$ cat config.mk
export PLATFORM = sky130hd
export DESIGN_NAME = source_text_tokenizer_core
export DESIGN_NICKNAME = d
export VERILOG_FILES = /design/src/rtl/stt_pkg.sv /design/src/rtl/source_text_tokenizer_core.sv /design/src/rtl/stt_fifo.sv /design/src/rtl/stt_front.sv /design/src/rtl/stt_back.sv
export SDC_FILE = /design/constraint.sdc
export NUM_CORES = 1
export LEC_CHECK = 0
export BUFFER_PORTS_ARGS = -buffer_cell sky130_fd_sc_hd__buf_2
export CAP_MARGIN = 20
export CORE_ASPECT_RATIO = 0.8
export CORE_MARGIN = 4
export CORE_UTILIZATION = 45
export CTS_BUF_LIST = sky130_fd_sc_hd__clkbuf_16
export DETAILED_ROUTE_END_ITERATION = 12
export GPL_ROUTABILITY_DRIVEN = 0
export HOLD_SLACK_MARGIN = 0.1
export SYNTH_ARGS = -nofsm -noshare
export SYNTH_HDL_FRONTEND = slang
export SYNTH_SLANG_ARGS = --single-unit
$ cat constraint.sdc
create_clock -name clk_i -period 5.3 [get_ports clk_i]
set_input_delay 1.59 -clock clk_i [delete_from_list [all_inputs] [get_ports clk_i]]
set_output_delay 1.59 -clock clk_i [all_outputs]
set_load 0.005 [all_outputs]
$ cat src/rtl/stt_pkg.sv
// Shared types and constants for the source text tokenizer.
// Holds the transfer payloads, byte classes, token kinds and the keyword table.
// No dependencies.
`default_nettype none

package stt_pkg;

  // Fixed widths of the result fields
  localparam int KIND_W = 6;
  localparam int LINE_W = 20;
  localparam int COL_W  = 16;
  localparam int OFF_W  = 24;
  localparam int LEN_W  = 16;
  localparam int ERR_W  = 2;

  // Queue depths between and after the scanner stages
  localparam int REC_DEPTH = 4;
  localparam int RES_DEPTH = 4;

  // Input transfer
  typedef struct packed {
    logic [7:0] char_byte;
    logic       end_of_source;
  } in_t;

  // Result transfer
  typedef struct packed {
    logic [KIND_W-1:0] token_kind;
    logic [LINE_W-1:0] token_line;
    logic [COL_W-1:0]  token_column;
    logic [OFF_W-1:0]  token_offset;
    logic [LEN_W-1:0]  token_length;
    logic [ERR_W-1:0]  error_code;
    logic              last_of_run;
  } res_t;

  // Byte classes as seen by the scanner
  typedef enum logic [3:0] {
    CL_SPACE,
    CL_LF,
    CL_DIGIT,
    CL_ALPHA,
    CL_QUOTE,
    CL_SINGLE,
    CL_SLASH,
    CL_LT,
    CL_GT,
    CL_EQ,
    CL_BANG,
    CL_OTHER
  } char_class_e;

  // Classified byte handed from the front end to the scanner
  typedef struct packed {
    logic              is_end;
    char_class_e       cls;
    logic [KIND_W-1:0] sym_kind;
    logic [7:0]        char_byte;
  } rec_ctrl_t;

  // Token kinds (keywords are 0 to 11, their table index)
  localparam logic [KIND_W-1:0] K_NUMBER = 6'd12;
  localparam logic [KIND_W-1:0] K_STRING = 6'd13;
  localparam logic [KIND_W-1:0] K_IDENT  = 6'd14;
  localparam logic [KIND_W-1:0] K_LPAREN = 6'd15;
  localparam logic [KIND_W-1:0] K_RPAREN = 6'd16;
  localparam logic [KIND_W-1:0] K_LBRACE = 6'd17;
  localparam logic [KIND_W-1:0] K_RBRACE = 6'd18;
  localparam logic [KIND_W-1:0] K_SEMI   = 6'd19;
  localparam logic [KIND_W-1:0] K_COMMA  = 6'd20;
  localparam logic [KIND_W-1:0] K_PLUS   = 6'd21;
  localparam logic [KIND_W-1:0] K_MINUS  = 6'd22;
  localparam logic [KIND_W-1:0] K_STAR   = 6'd23;
  localparam logic [KIND_W-1:0] K_SLASH  = 6'd24;
  localparam logic [KIND_W-1:0] K_LE     = 6'd25;
  localparam logic [KIND_W-1:0] K_LT     = 6'd26;
  localparam logic [KIND_W-1:0] K_GE     = 6'd27;
  localparam logic [KIND_W-1:0] K_GT     = 6'd28;
  localparam logic [KIND_W-1:0] K_EQEQ   = 6'd29;
  localparam logic [KIND_W-1:0] K_ASSIGN = 6'd30;
  localparam logic [KIND_W-1:0] K_NE     = 6'd31;
  localparam logic [KIND_W-1:0] K_END    = 6'd32;
  localparam logic [KIND_W-1:0] K_ERROR  = 6'd33;

  // Error codes
  localparam logic [ERR_W-1:0] ERR_NONE   = 2'd0;
  localparam logic [ERR_W-1:0] ERR_STRING = 2'd1;
  localparam logic [ERR_W-1:0] ERR_BANG   = 2'd2;
  localparam logic [ERR_W-1:0] ERR_BYTE   = 2'd3;

  // Keyword table, left-justified and space padded
  localparam int KW_NUM    = 12;
  localparam int KW_MAXLEN = 7;

  localparam logic [8*KW_MAXLEN-1:0] KW_TEXT [KW_NUM] = '{
    "fn     ", "return ", "returns", "if     ", "else   ", "for    ",
    "print  ", "true   ", "false  ", "int    ", "bool   ", "str    "
  };

  localparam logic [3:0] KW_LEN [KW_NUM] = '{
    4'd2, 4'd6, 4'd7, 4'd2, 4'd4, 4'd3, 4'd5, 4'd4, 4'd5, 4'd3, 4'd4, 4'd3
  };

  // Keyword lookup: all twelve compares run in parallel, lowest index wins
  function automatic logic [KIND_W-1:0] kw_kind(input logic [KW_MAXLEN-1:0][7:0] w,
                                                input logic [LEN_W-1:0] len);
    logic [KIND_W-1:0] kind;
    logic              hit;
    kind = K_IDENT;
    for (int i = KW_NUM - 1; i >= 0; i--) begin
      hit = (len == LEN_W'(KW_LEN[i]));
      for (int j = 0; j < KW_MAXLEN; j++) begin
        if ((j < int'(KW_LEN[i])) && (w[j] != KW_TEXT[i][8*(KW_MAXLEN-1-j) +: 8])) begin
          hit = 1'b0;
        end
      end
      if (hit) begin
        kind = KIND_W'(i);
      end
    end
    return kind;
  endfunction

endpackage

`default_nettype wire

$ cat src/rtl/source_text_tokenizer_core.sv
// Source text tokenizer, top level. An accepted byte is registered in the byte queue;
// the scanner then takes it and writes its results into the result queue.
// Throughput: one byte per cycle while the result queue has two free slots; results
// leave one per cycle; a byte that closes a token and starts a symbol yields two results.
// Reset: asynchronous, active low; queues empty, scanner idle, line 1, column 1, offset 0.
// Depends on stt_pkg, stt_front, stt_fifo and stt_back.
`default_nettype none

module source_text_tokenizer_core #(
  parameter int LINE_BITS       = 20,
  parameter int COL_BITS        = 16,
  parameter int OFFSET_BITS     = 24,
  parameter int KEYWORD_MAX_LEN = 7
) (
  input  wire logic          clk_i,
  input  wire logic          rst_ni,
  input  wire logic          push,
  output logic               full,
  input  wire stt_pkg::in_t  in_data_i,
  output logic               empty,
  input  wire logic          pop,
  output stt_pkg::res_t      out_data_o
);

  import stt_pkg::*;

  localparam int REC_W = $bits(rec_ctrl_t) + LINE_BITS + COL_BITS + OFFSET_BITS;
  localparam int RQCW  = $clog2(REC_DEPTH + 1);

  logic                   acc;
  rec_ctrl_t              f_rec, b_rec;
  logic [LINE_BITS-1:0]   f_line, b_line;
  logic [COL_BITS-1:0]    f_col, b_col;
  logic [OFFSET_BITS-1:0] f_off, b_off;
  logic [REC_W-1:0]       rec_rd;
  logic                   rec_empty, rec_full, rec_pop;
  logic [RQCW-1:0]        rec_cnt;

  // Input transfer
  assign acc  = push && !rec_full;
  assign full = rec_full;

  stt_front #(
    .LINE_BITS   (LINE_BITS),
    .COL_BITS    (COL_BITS),
    .OFFSET_BITS (OFFSET_BITS)
  ) u_front (
    .clk_i  (clk_i),
    .rst_ni (rst_ni),
    .acc_i  (acc),
    .item_i (in_data_i),
    .rec_o  (f_rec),
    .line_o (f_line),
    .col_o  (f_col),
    .off_o  (f_off)
  );

  // Classified bytes wait here for the scanner
  stt_fifo #(
    .DEPTH (REC_DEPTH),
    .WIDTH (REC_W)
  ) u_rec_q (
    .clk_i      (clk_i),
    .rst_ni     (rst_ni),
    .wr0_en_i   (acc),
    .wr0_data_i ({f_rec, f_line, f_col, f_off}),
    .wr1_en_i   (1'b0),
    .wr1_data_i ({f_rec, f_line, f_col, f_off}),
    .rd_en_i    (rec_pop),
    .rd_data_o  (rec_rd),
    .empty_o    (rec_empty),
    .full_o     (rec_full),
    .count_o    (rec_cnt)
  );

  assign {b_rec, b_line, b_col, b_off} = rec_rd;

  stt_back #(
    .LINE_BITS       (LINE_BITS),
    .COL_BITS        (COL_BITS),
    .OFFSET_BITS     (OFFSET_BITS),
    .KEYWORD_MAX_LEN (KEYWORD_MAX_LEN)
  ) u_back (
    .clk_i       (clk_i),
    .rst_ni      (rst_ni),
    .rec_empty_i (rec_empty),
    .rec_i       (b_rec),
    .rline_i     (b_line),
    .rcol_i      (b_col),
    .roff_i      (b_off),
    .rec_pop_o   (rec_pop),
    .pop_i       (pop),
    .empty_o     (empty),
    .res_o       (out_data_o)
  );

  // Checks
  a_full_matches_count : assert property (@(posedge clk_i) disable iff (!rst_ni)
    rec_full |-> (rec_cnt == RQCW'(REC_DEPTH)))
    else $error("byte queue full flag out of step with its count");

endmodule

`default_nettype wire

$ cat src/rtl/stt_fifo.sv
// Small register queue with two write ports and one read port.
// Used between front end and scanner, and for the result queue. No dependencies.
`default_nettype none

module stt_fifo #(
  parameter int DEPTH = 4,
  parameter int WIDTH = 8
) (
  input  wire logic                           clk_i,
  input  wire logic                           rst_ni,
  input  wire logic                           wr0_en_i,
  input  wire logic [WIDTH-1:0]               wr0_data_i,
  input  wire logic                           wr1_en_i,
  input  wire logic [WIDTH-1:0]               wr1_data_i,
  input  wire logic                           rd_en_i,
  output logic      [WIDTH-1:0]               rd_data_o,
  output logic                                empty_o,
  output logic                                full_o,
  output logic      [$clog2(DEPTH+1)-1:0]     count_o
);

  localparam int AW = (DEPTH > 1) ? $clog2(DEPTH) : 1;
  localparam int CW = $clog2(DEPTH + 1);

  logic [WIDTH-1:0] mem_q [DEPTH];
  logic [AW-1:0]    wp_q, wp_d, rp_q, rp_d, wp1;
  logic [CW-1:0]    cnt_q, cnt_d;

  function automatic logic [AW-1:0] ptr_inc(input logic [AW-1:0] p);
    return (p == AW'(DEPTH - 1)) ? '0 : p + AW'(1);
  endfunction

  // Pointer and fill count update
  always_comb begin
    wp1  = ptr_inc(wp_q);
    wp_d = wp_q;
    if (wr0_en_i && wr1_en_i) begin
      wp_d = ptr_inc(wp1);
    end else if (wr0_en_i) begin
      wp_d = wp1;
    end
    rp_d  = rd_en_i ? ptr_inc(rp_q) : rp_q;
    cnt_d = cnt_q + CW'(wr0_en_i) + CW'(wr0_en_i && wr1_en_i) - CW'(rd_en_i);
  end

  always_ff @(posedge clk_i or negedge rst_ni) begin
    if (!rst_ni) begin
      wp_q  <= '0;
      rp_q  <= '0;
      cnt_q <= '0;
    end else begin
      wp_q  <= wp_d;
      rp_q  <= rp_d;
      cnt_q <= cnt_d;
    end
  end

  // Storage; second write goes to the slot after the first
  always_ff @(posedge clk_i) begin
    if (wr0_en_i) begin
      mem_q[wp_q] <= wr0_data_i;
    end
    if (wr0_en_i && wr1_en_i) begin
      mem_q[wp1] <= wr1_data_i;
    end
  end

  assign rd_data_o = mem_q[rp_q];
  assign empty_o   = (cnt_q == '0);
  assign full_o    = (cnt_q == CW'(DEPTH));
  assign count_o   = cnt_q;

  // Checks
  a_no_read_empty : assert property (@(posedge clk_i) disable iff (!rst_ni)
    rd_en_i |-> (cnt_q != '0))
    else $error("read from empty queue");

  a_no_overflow : assert property (@(posedge clk_i) disable iff (!rst_ni)
    (cnt_q <= CW'(DEPTH)))
    else $error("queue fill count beyond depth");

endmodule

`default_nettype wire

$ cat src/rtl/stt_front.sv
// Front end: classifies each source byte and tracks line, column and offset.
// Depends on stt_pkg.
`default_nettype none

module stt_front #(
  parameter int LINE_BITS   = 20,
  parameter int COL_BITS    = 16,
  parameter int OFFSET_BITS = 24
) (
  input  wire logic                   clk_i,
  input  wire logic                   rst_ni,
  input  wire logic                   acc_i,
  input  wire stt_pkg::in_t           item_i,
  output stt_pkg::rec_ctrl_t          rec_o,
  output logic      [LINE_BITS-1:0]   line_o,
  output logic      [COL_BITS-1:0]    col_o,
  output logic      [OFFSET_BITS-1:0] off_o
);

  import stt_pkg::*;

  logic [LINE_BITS-1:0]   line_q, line_d;
  logic [COL_BITS-1:0]    col_q, col_d;
  logic [OFFSET_BITS-1:0] off_q, off_d;

  function automatic char_class_e classify(input logic [7:0] b);
    char_class_e cl;
    case (b) inside
      8'h20, 8'h09, 8'h0D:                   cl = CL_SPACE;
      8'h0A:                                 cl = CL_LF;
      [8'h30:8'h39]:                         cl = CL_DIGIT;
      [8'h61:8'h7A], [8'h41:8'h5A], 8'h5F:   cl = CL_ALPHA;
      8'h22:                                 cl = CL_QUOTE;
      8'h28, 8'h29, 8'h7B, 8'h7D, 8'h3B,
      8'h2C, 8'h2B, 8'h2D, 8'h2A:            cl = CL_SINGLE;
      8'h2F:                                 cl = CL_SLASH;
      8'h3C:                                 cl = CL_LT;
      8'h3E:                                 cl = CL_GT;
      8'h3D:                                 cl = CL_EQ;
      8'h21:                                 cl = CL_BANG;
      default:                               cl = CL_OTHER;
    endcase
    return cl;
  endfunction

  function automatic logic [KIND_W-1:0] single_kind(input logic [7:0] b);
    logic [KIND_W-1:0] k;
    case (b)
      8'h28:   k = K_LPAREN;
      8'h29:   k = K_RPAREN;
      8'h7B:   k = K_LBRACE;
      8'h7D:   k = K_RBRACE;
      8'h3B:   k = K_SEMI;
      8'h2C:   k = K_COMMA;
      8'h2B:   k = K_PLUS;
      8'h2D:   k = K_MINUS;
      default: k = K_STAR;
    endcase
    return k;
  endfunction

  // Classified record, tagged with the position of this byte
  always_comb begin
    rec_o.is_end    = item_i.end_of_source;
    rec_o.cls       = classify(item_i.char_byte);
    rec_o.sym_kind  = single_kind(item_i.char_byte);
    rec_o.char_byte = item_i.char_byte;
  end

  assign line_o = line_q;
  assign col_o  = col_q;
  assign off_o  = off_q;

  // Saturating position counters; end marker restarts them
  always_comb begin
    line_d = line_q;
    col_d  = col_q;
    off_d  = off_q;
    if (item_i.end_of_source) begin
      line_d = LINE_BITS'(1);
      col_d  = COL_BITS'(1);
      off_d  = '0;
    end else begin
      if (item_i.char_byte == 8'h0A) begin
        line_d = (line_q == '1) ? line_q : line_q + LINE_BITS'(1);
        col_d  = COL_BITS'(1);
      end else begin
        col_d  = (col_q == '1) ? col_q : col_q + COL_BITS'(1);
      end
      off_d = (off_q == '1) ? off_q : off_q + OFFSET_BITS'(1);
    end
  end

  always_ff @(posedge clk_i or negedge rst_ni) begin
    if (!rst_ni) begin
      line_q <= LINE_BITS'(1);
      col_q  <= COL_BITS'(1);
      off_q  <= '0;
    end else if (acc_i) begin
      line_q <= line_d;
      col_q  <= col_d;
      off_q  <= off_d;
    end
  end

endmodule

`default_nettype wire

$ cat src/rtl/stt_back.sv
// Back end: scanner state machine, keyword match and result queue.
// Depends on stt_pkg and stt_fifo.
`default_nettype none

module stt_back #(
  parameter int LINE_BITS       = 20,
  parameter int COL_BITS        = 16,
  parameter int OFFSET_BITS     = 24,
  parameter int KEYWORD_MAX_LEN = 7
) (
  input  wire logic                   clk_i,
  input  wire logic                   rst_ni,
  input  wire logic                   rec_empty_i,
  input  wire stt_pkg::rec_ctrl_t     rec_i,
  input  wire logic [LINE_BITS-1:0]   rline_i,
  input  wire logic [COL_BITS-1:0]    rcol_i,
  input  wire logic [OFFSET_BITS-1:0] roff_i,
  output logic                        rec_pop_o,
  input  wire logic                   pop_i,
  output logic                        empty_o,
  output stt_pkg::res_t               res_o
);

  import stt_pkg::*;

  localparam int IDXW = (KEYWORD_MAX_LEN > 1) ? $clog2(KEYWORD_MAX_LEN) : 1;
  localparam int RCW  = $clog2(RES_DEPTH + 1);

  // Scanner modes
  localparam logic [3:0] MODE_IDLE    = 4'd0;
  localparam logic [3:0] MODE_NUMBER  = 4'd1;
  localparam logic [3:0] MODE_IDENT   = 4'd2;
  localparam logic [3:0] MODE_STRING  = 4'd3;
  localparam logic [3:0] MODE_COMMENT = 4'd4;
  localparam logic [3:0] MODE_SLASH   = 4'd5;
  localparam logic [3:0] MODE_LT      = 4'd6;
  localparam logic [3:0] MODE_GT      = 4'd7;
  localparam logic [3:0] MODE_EQ      = 4'd8;
  localparam logic [3:0] MODE_BANG    = 4'd9;

  logic [3:0]             mode_q, mode_d;
  logic                   err_q, err_d;
  logic [LINE_BITS-1:0]   sl_q, sl_d;
  logic [COL_BITS-1:0]    sc_q, sc_d;
  logic [OFFSET_BITS-1:0] so_q, so_d;
  logic [LEN_W-1:0]       len_q, len_d, len_inc;
  logic [7:0]             word_q [KEYWORD_MAX_LEN];
  logic                   word_we;
  logic [IDXW-1:0]        word_idx;
  logic [KW_MAXLEN-1:0][7:0] kw_word;

  logic                   take;
  logic [RCW-1:0]         res_cnt;
  logic                   res_full;

  // Pending-token flush values
  logic                   f_pend;
  logic [KIND_W-1:0]      f_kind;
  logic [LEN_W-1:0]       f_len;
  logic [ERR_W-1:0]       f_err;

  // Result A: pending token at its start position; result B: at this byte
  logic                   a_v, b_v, do_start, flush_start;
  logic [KIND_W-1:0]      a_kind, b_kind;
  logic [LEN_W-1:0]       a_len, b_len;
  logic [ERR_W-1:0]       a_err, b_err;
  res_t                   res_a, res_b;
  logic                   wr0_en, wr1_en;
  logic                   is_alnum;

  // Take a record only when two result slots are free
  assign take      = !rec_empty_i && (res_cnt <= RCW'(RES_DEPTH - 2));
  assign rec_pop_o = take;

  always_comb begin
    for (int k = 0; k < KW_MAXLEN; k++) begin
      kw_word[k] = word_q[k];
    end
  end

  assign len_inc  = (len_q == '1) ? len_q : len_q + LEN_W'(1);
  assign is_alnum = (rec_i.cls == CL_DIGIT) || (rec_i.cls == CL_ALPHA);

  // What the pending token turns into when something else arrives
  always_comb begin
    f_pend = 1'b1;
    f_kind = K_ERROR;
    f_len  = LEN_W'(1);
    f_err  = ERR_NONE;
    case (mode_q)
      MODE_NUMBER: begin
        f_kind = K_NUMBER;
        f_len  = len_q;
      end
      MODE_IDENT: begin
        f_kind = kw_kind(kw_word, len_q);
        f_len  = len_q;
      end
      MODE_SLASH:  f_kind = K_SLASH;
      MODE_LT:     f_kind = K_LT;
      MODE_GT:     f_kind = K_GT;
      MODE_EQ:     f_kind = K_ASSIGN;
      MODE_BANG:   f_err  = ERR_BANG;
      MODE_STRING: begin
        f_err = ERR_STRING;
        f_len = len_q;
      end
      default:     f_pend = 1'b0;
    endcase
  end

  // Scanner step for one record
  always_comb begin
    mode_d      = mode_q;
    err_d       = err_q;
    sl_d        = sl_q;
    sc_d        = sc_q;
    so_d        = so_q;
    len_d       = len_q;
    word_we     = 1'b0;
    word_idx    = len_q[IDXW-1:0];
    a_v         = 1'b0;
    a_kind      = f_kind;
    a_len       = f_len;
    a_err       = f_err;
    b_v         = 1'b0;
    b_kind      = K_END;
    b_len       = '0;
    b_err       = ERR_NONE;
    do_start    = 1'b0;
    flush_start = 1'b0;

    if (take) begin
      if (rec_i.is_end) begin
        // Flush, end token, back to the start state
        a_v    = !err_q && f_pend;
        b_v    = 1'b1;
        mode_d = MODE_IDLE;
        err_d  = 1'b0;
        sl_d   = LINE_BITS'(1);
        sc_d   = COL_BITS'(1);
        so_d   = '0;
        len_d  = '0;
      end else if (!err_q) begin
        case (mode_q)
          MODE_NUMBER: begin
            if (rec_i.cls == CL_DIGIT) begin
              len_d = len_inc;
            end else begin
              flush_start = 1'b1;
            end
          end
          MODE_IDENT: begin
            if (is_alnum) begin
              word_we = (len_q < LEN_W'(KEYWORD_MAX_LEN));
              len_d   = len_inc;
            end else begin
              flush_start = 1'b1;
            end
          end
          MODE_STRING: begin
            if (rec_i.cls == CL_QUOTE) begin
              a_v    = 1'b1;
              a_kind = K_STRING;
              a_len  = len_q;
              a_err  = ERR_NONE;
              mode_d = MODE_IDLE;
            end else begin
              len_d = len_inc;
            end
          end
          MODE_COMMENT: begin
            if (rec_i.cls == CL_LF) begin
              mode_d = MODE_IDLE;
            end
          end
          MODE_SLASH: begin
            if (rec_i.cls == CL_SLASH) begin
              mode_d = MODE_COMMENT;
            end else begin
              flush_start = 1'b1;
            end
          end
          MODE_LT, MODE_GT, MODE_EQ, MODE_BANG: begin
            if (rec_i.cls == CL_EQ) begin
              // Two-character operator
              a_v    = 1'b1;
              a_len  = LEN_W'(2);
              a_err  = ERR_NONE;
              mode_d = MODE_IDLE;
              case (mode_q)
                MODE_LT: a_kind = K_LE;
                MODE_GT: a_kind = K_GE;
                MODE_EQ: a_kind = K_EQEQ;
                default: a_kind = K_NE;
              endcase
            end else if (mode_q == MODE_BANG) begin
              // Lone bang: error, no restart
              a_v    = 1'b1;
              err_d  = 1'b1;
              mode_d = MODE_IDLE;
            end else begin
              flush_start = 1'b1;
            end
          end
          default: do_start = 1'b1;
        endcase

        if (flush_start) begin
          a_v      = 1'b1;
          do_start = 1'b1;
        end

        // Start of a new token from this byte
        if (do_start) begin
          mode_d = MODE_IDLE;
          if ((rec_i.cls != CL_SPACE) && (rec_i.cls != CL_LF)) begin
            sl_d  = rline_i;
            sc_d  = rcol_i;
            so_d  = roff_i;
            len_d = LEN_W'(1);
          end
          case (rec_i.cls)
            CL_DIGIT: mode_d = MODE_NUMBER;
            CL_ALPHA: begin
              word_we  = 1'b1;
              word_idx = '0;
              mode_d   = MODE_IDENT;
            end
            CL_QUOTE: begin
              so_d   = (roff_i == '1) ? roff_i : roff_i + OFFSET_BITS'(1);
              len_d  = '0;
              mode_d = MODE_STRING;
            end
            CL_SINGLE: begin
              b_v    = 1'b1;
              b_kind = rec_i.sym_kind;
              b_len  = LEN_W'(1);
            end
            CL_SLASH: mode_d = MODE_SLASH;
            CL_LT:    mode_d = MODE_LT;
            CL_GT:    mode_d = MODE_GT;
            CL_EQ:    mode_d = MODE_EQ;
            CL_BANG:  mode_d = MODE_BANG;
            CL_OTHER: begin
              b_v    = 1'b1;
              b_kind = K_ERROR;
              b_len  = LEN_W'(1);
              b_err  = ERR_BYTE;
              err_d  = 1'b1;
            end
            default: ;
          endcase
        end
      end
    end
  end

  always_ff @(posedge clk_i or negedge rst_ni) begin
    if (!rst_ni) begin
      mode_q <= MODE_IDLE;
      err_q  <= 1'b0;
      sl_q   <= LINE_BITS'(1);
      sc_q   <= COL_BITS'(1);
      so_q   <= '0;
      len_q  <= '0;
    end else begin
      mode_q <= mode_d;
      err_q  <= err_d;
      sl_q   <= sl_d;
      sc_q   <= sc_d;
      so_q   <= so_d;
      len_q  <= len_d;
    end
  end

  // Leading identifier bytes for the keyword compare
  always_ff @(posedge clk_i) begin
    if (word_we) begin
      word_q[word_idx] <= rec_i.char_byte;
    end
  end

  // Pack results; A goes first when both are present
  always_comb begin
    res_a.token_kind   = a_kind;
    res_a.token_line   = LINE_W'(sl_q);
    res_a.token_column = COL_W'(sc_q);
    res_a.token_offset = OFF_W'(so_q);
    res_a.token_length = a_len;
    res_a.error_code   = a_err;
    res_a.last_of_run  = !b_v;

    res_b.token_kind   = b_kind;
    res_b.token_line   = LINE_W'(rline_i);
    res_b.token_column = COL_W'(rcol_i);
    res_b.token_offset = OFF_W'(roff_i);
    res_b.token_length = b_len;
    res_b.error_code   = b_err;
    res_b.last_of_run  = 1'b1;
  end

  assign wr0_en = a_v || b_v;
  assign wr1_en = a_v && b_v;

  stt_fifo #(
    .DEPTH (RES_DEPTH),
    .WIDTH ($bits(res_t))
  ) u_res_q (
    .clk_i      (clk_i),
    .rst_ni     (rst_ni),
    .wr0_en_i   (wr0_en),
    .wr0_data_i (a_v ? res_a : res_b),
    .wr1_en_i   (wr1_en),
    .wr1_data_i (res_b),
    .rd_en_i    (pop_i && !empty_o),
    .rd_data_o  (res_o),
    .empty_o    (empty_o),
    .full_o     (res_full),
    .count_o    (res_cnt)
  );

  // Checks
  a_silent_after_error : assert property (@(posedge clk_i) disable iff (!rst_ni)
    (take && err_q && !rec_i.is_end) |-> !(a_v || b_v))
    else $error("result produced while error is latched");

  a_end_emits_token : assert property (@(posedge clk_i) disable iff (!rst_ni)
    (take && rec_i.is_end) |=> (!empty_o && !err_q && (mode_q == MODE_IDLE)))
    else $error("end marker did not restart the scanner");

  a_no_pop_when_full : assert property (@(posedge clk_i) disable iff (!rst_ni)
    res_full |-> !take)
    else $error("scanner took a record with no result space");

endmodule

`default_nettype wire

==> qor.yml <==
status: "finished clean"
final_nets: 2858
synth_ff_type: "edfxtp_1"
async_flop_share_pct: 18.0
cts_setup_buffers: 0
period_minus_slack_ns: 4.42
cts_sinks: 863
ys_ff_latch: 863
wire_per_inst_um: 25.4
vias: 25300
postPlaceCellArea_mm2: 0.0408
synth_area_mm2: 0.0389
drt_pass1_iterations: 6
cts_root_buffer: "clkbuf_16"
clockBufferDepth: 3
finalClockSkew_ns: 0.0234
worstMarginPinSlew_ns: 1.06
postLayoutCoreUtil_pct: 50.8
worstPathRequired_ns: 5.62
reg2reg_from: "u_rec_q.rp_q[0]"
min-delay-start: "u_back.u_res_q.mem_q[2][8]"
grt_usage_pct: 22.2
final_max_slew_viol_count: 0
syn-num-nets: 2792
layout_setup_ws_ns: 0.877
final_common_cell: "edfxtp_1"
powerDensity_mw_per_mm2: 599
grt_max_degree: 88
max-cap-violations: 0
die_y_um: 271
layout-drive-gt1-share_pct: 17.5
min_path_cells: 2
synth_edf_count: 644
dieWidth_um: 337
dp_cells: 3852
cts_tree: "yes"
synthDistinctLibCells: 91
critPathKind: "register to register"
r2r_end: "u_back.u_res_q.mem_q[3][62]"
rows: 96
crit_fanout: 37
ctsHtreeMaxLevel: 3
cts_inserted_buffers: 89
port_buffers: 99
post-route-period-util_pct: 83.5
synthesis.instances: 2752
grt_remaining_overflow: 0
grt_pass1_wl_um: 155000
hp-class: "register to register"
hold-path-endpoint: "u_back.u_res_q.mem_q[2][8]"
avgSynthCellArea_um2: 14.1
vdd_drop_max_mv: 0.474
rsz0062_at_grt: "no"
r2r_cells: 9
antenna_found_initial: 1
p_leak_nw: 15.3
area_delta_synth_final_pct: 11.9
r2r_slack_ns: 0.88
drt_iter0_drc: 2605
grt_pass1_vias: 24800
nFillCells: 7193
num_io_pins: 100
core-area_mm2: 0.0858
post_cts_resized: 0
hold_ws_ns: 0.447
final_area_mm2: 0.0435
start_kind: "register"
ant_nets: 0
drc: 0
dp_slack_ns: 0.601
arrival_ns: 4.74
final_cell_mix: "644 x edfxtp_1, 233 x a22o_1, 210 x nand2_1"
finalHoldViolCount: 0
initial_core_util_pct: 45.4
instances_no_fill: 4022
tns_ns: 0
total_power_mw: 26.1
via_per_inst: 6.28
clk_pin_slew_ns: 0.06
place_hpwl_um: 63400
hold_buffers: 0
ys_seq_area_share_pct: 63.0
relSlewSlack_pct: 29.6
clk-insertion-delay-late_ns: 0.65
fmax_ghz: 0.226
setup_violations: 0
wirelength_um: 102000
dieArea_mm2: 0.0912
yosysWarnings: 0
cp-end-kind: "register"
==> synthesized netlist by cell type, types with 10 or more instances <==
| library cell | n | area, um2 |
|---|---|---|
| a211oi_1 | 11 | 82.6 |
| a21o_1 | 11 | 82.6 |
| a21oi_1 | 67 | 335 |
| a22o_1 | 233 | 2040 |
| a22oi_1 | 83 | 623 |
| a31oi_1 | 10 | 62.6 |
| and2_1 | 19 | 119 |
| and3_1 | 27 | 169 |
| and4_1 | 12 | 105 |
| buf_1 | 17 | 63.8 |
| buf_2 | 63 | 315 |
| buf_4 | 11 | 82.6 |
| buf_6 | 16 | 180 |
| clkbuf_1 | 88 | 330 |
| dfrtp_1 | 151 | 3780 |
| dfxtp_1 | 64 | 1280 |
| edfxtp_1 | 644 | 19300 |
| ha_1 | 24 | 300 |
| inv_1 | 44 | 165 |
| mux4_2 | 163 | 3670 |
| nand2_1 | 213 | 800 |
| nand2b_1 | 14 | 87.6 |
| nand3_1 | 69 | 345 |
| nand4_1 | 33 | 206 |
| nor2_1 | 158 | 593 |
| nor2b_1 | 19 | 119 |
| nor3_1 | 34 | 170 |
| nor4_1 | 15 | 93.8 |
| nor4b_1 | 13 | 114 |
| o21ai_0 | 106 | 531 |
| o21ai_1 | 47 | 235 |
| o22ai_1 | 28 | 175 |
| o31ai_1 | 15 | 113 |
| xnor2_1 | 32 | 280 |
| xor2_1 | 43 | 377 |
==> registers in the layout, indices dropped and copies added (netlist names) <==
signal,count
u_back.u_res_q.mem_q,340
u_front.off_o,24
u_back.sl_q,20
u_rec_q.wp_q,2
u_back.word_q,56
u_back.u_res_q.wp_q,2
u_rec_q.rp_q,2
u_back.len_q,16
u_front.line_o,20
u_back.u_res_q.count_o,3
u_back.so_q,24
u_back.sc_q,16
u_back.err_q,1
u_back.mode_q,4
u_front.col_o,16
u_rec_q.mem_q,312
u_back.u_res_q.rp_q,2
u_rec_q.count_o,3
==> worst max-delay path by stage <==
| stage | start | end | slack, ns | cells past startpoint |
|---|---|---|---|---|
| global route | u_rec_q.rp_q[0] | u_back.u_res_q.mem_q[1][61] | 0.65 | 10 |
| CTS | u_rec_q.rp_q[0] | u_back.u_res_q.mem_q[2][56] | 0.60 | 9 |
| finish | u_rec_q.rp_q[0] | u_back.u_res_q.mem_q[3][62] | 0.88 | 9 |
| floorplan | u_rec_q.rp_q[0] | u_back.u_res_q.mem_q[0][19] | 0.70 | 12 |
| detailed placement | u_rec_q.rp_q[0] | u_back.u_res_q.mem_q[2][70] | 0.60 | 9 |
| global placement | u_rec_q.rp_q[0] | u_back.u_res_q.mem_q[2][69] | 0.72 | 9 |
==> kinds of logic after synthesis <==
logic type | Yosys count | share of synthesized area [%]
flip-flops | 863 | 63.0
AND/OR/NAND/NOR | 697 | 9.11
AO/OA/AOI/OAI | 677 | 12.6
buffers and inverters | 240 | 2.94
multiplexers | 173 | 9.73
XOR/XNOR | 75 | 1.69
adder cells (fa/ha/maj) | 27 | 0.926
==> power breakdown <==
part           internal, mW  switching (mW)  total, mW
logic                  3.61            6.44       10.0
registers              9.37           0.795       10.2
clock network          3.27            2.57       5.84
==> per-layer routing <==
| metal | part of all wire, % | up-vias | GRT usage [%] | wire length (um) |
|---|---|---|---|---|
| li1 | - | 11000 | - | - |
| met1 | 44 | 12900 | 33.4 | 45200 |
| met2 | 46 | 1172 | 33.9 | 46500 |
| met3 | 8.1 | 170 | 3.80 | 8290 |
| met4 | 2.0 | 2 | 5.23 | 2010 |
| met5 | 0.020 | - | 0 | 20 |
==> final cells by class <==
cell class                      count  area (um2)  area share [%]
Sequential cell                   863       24500            56.3
Multi-Input combinational cell   1649       13400            30.7
Clock buffer                       93        2330            5.35
Tap cell                         1127        1410            3.24
Timing Repair Buffer              171        1330            3.06
Clock inverter                     74         415           0.954
Inverter                           44         165           0.379
Antenna cell                        1        2.50         0.00575
==> worst max-delay path, stage by stage (launching register included) <==
cell and delay, ns:
dfrtp_4 0.58, mux4_2 0.67, nor3b_2 0.33, o21ai_2 0.19, a211oi_4 0.58, o41a_1 0.39, nand2_2 0.15, a21oi_2 0.74
inv_2 0.07, buf_4 0.35
(Power assumes the default switching activity.)
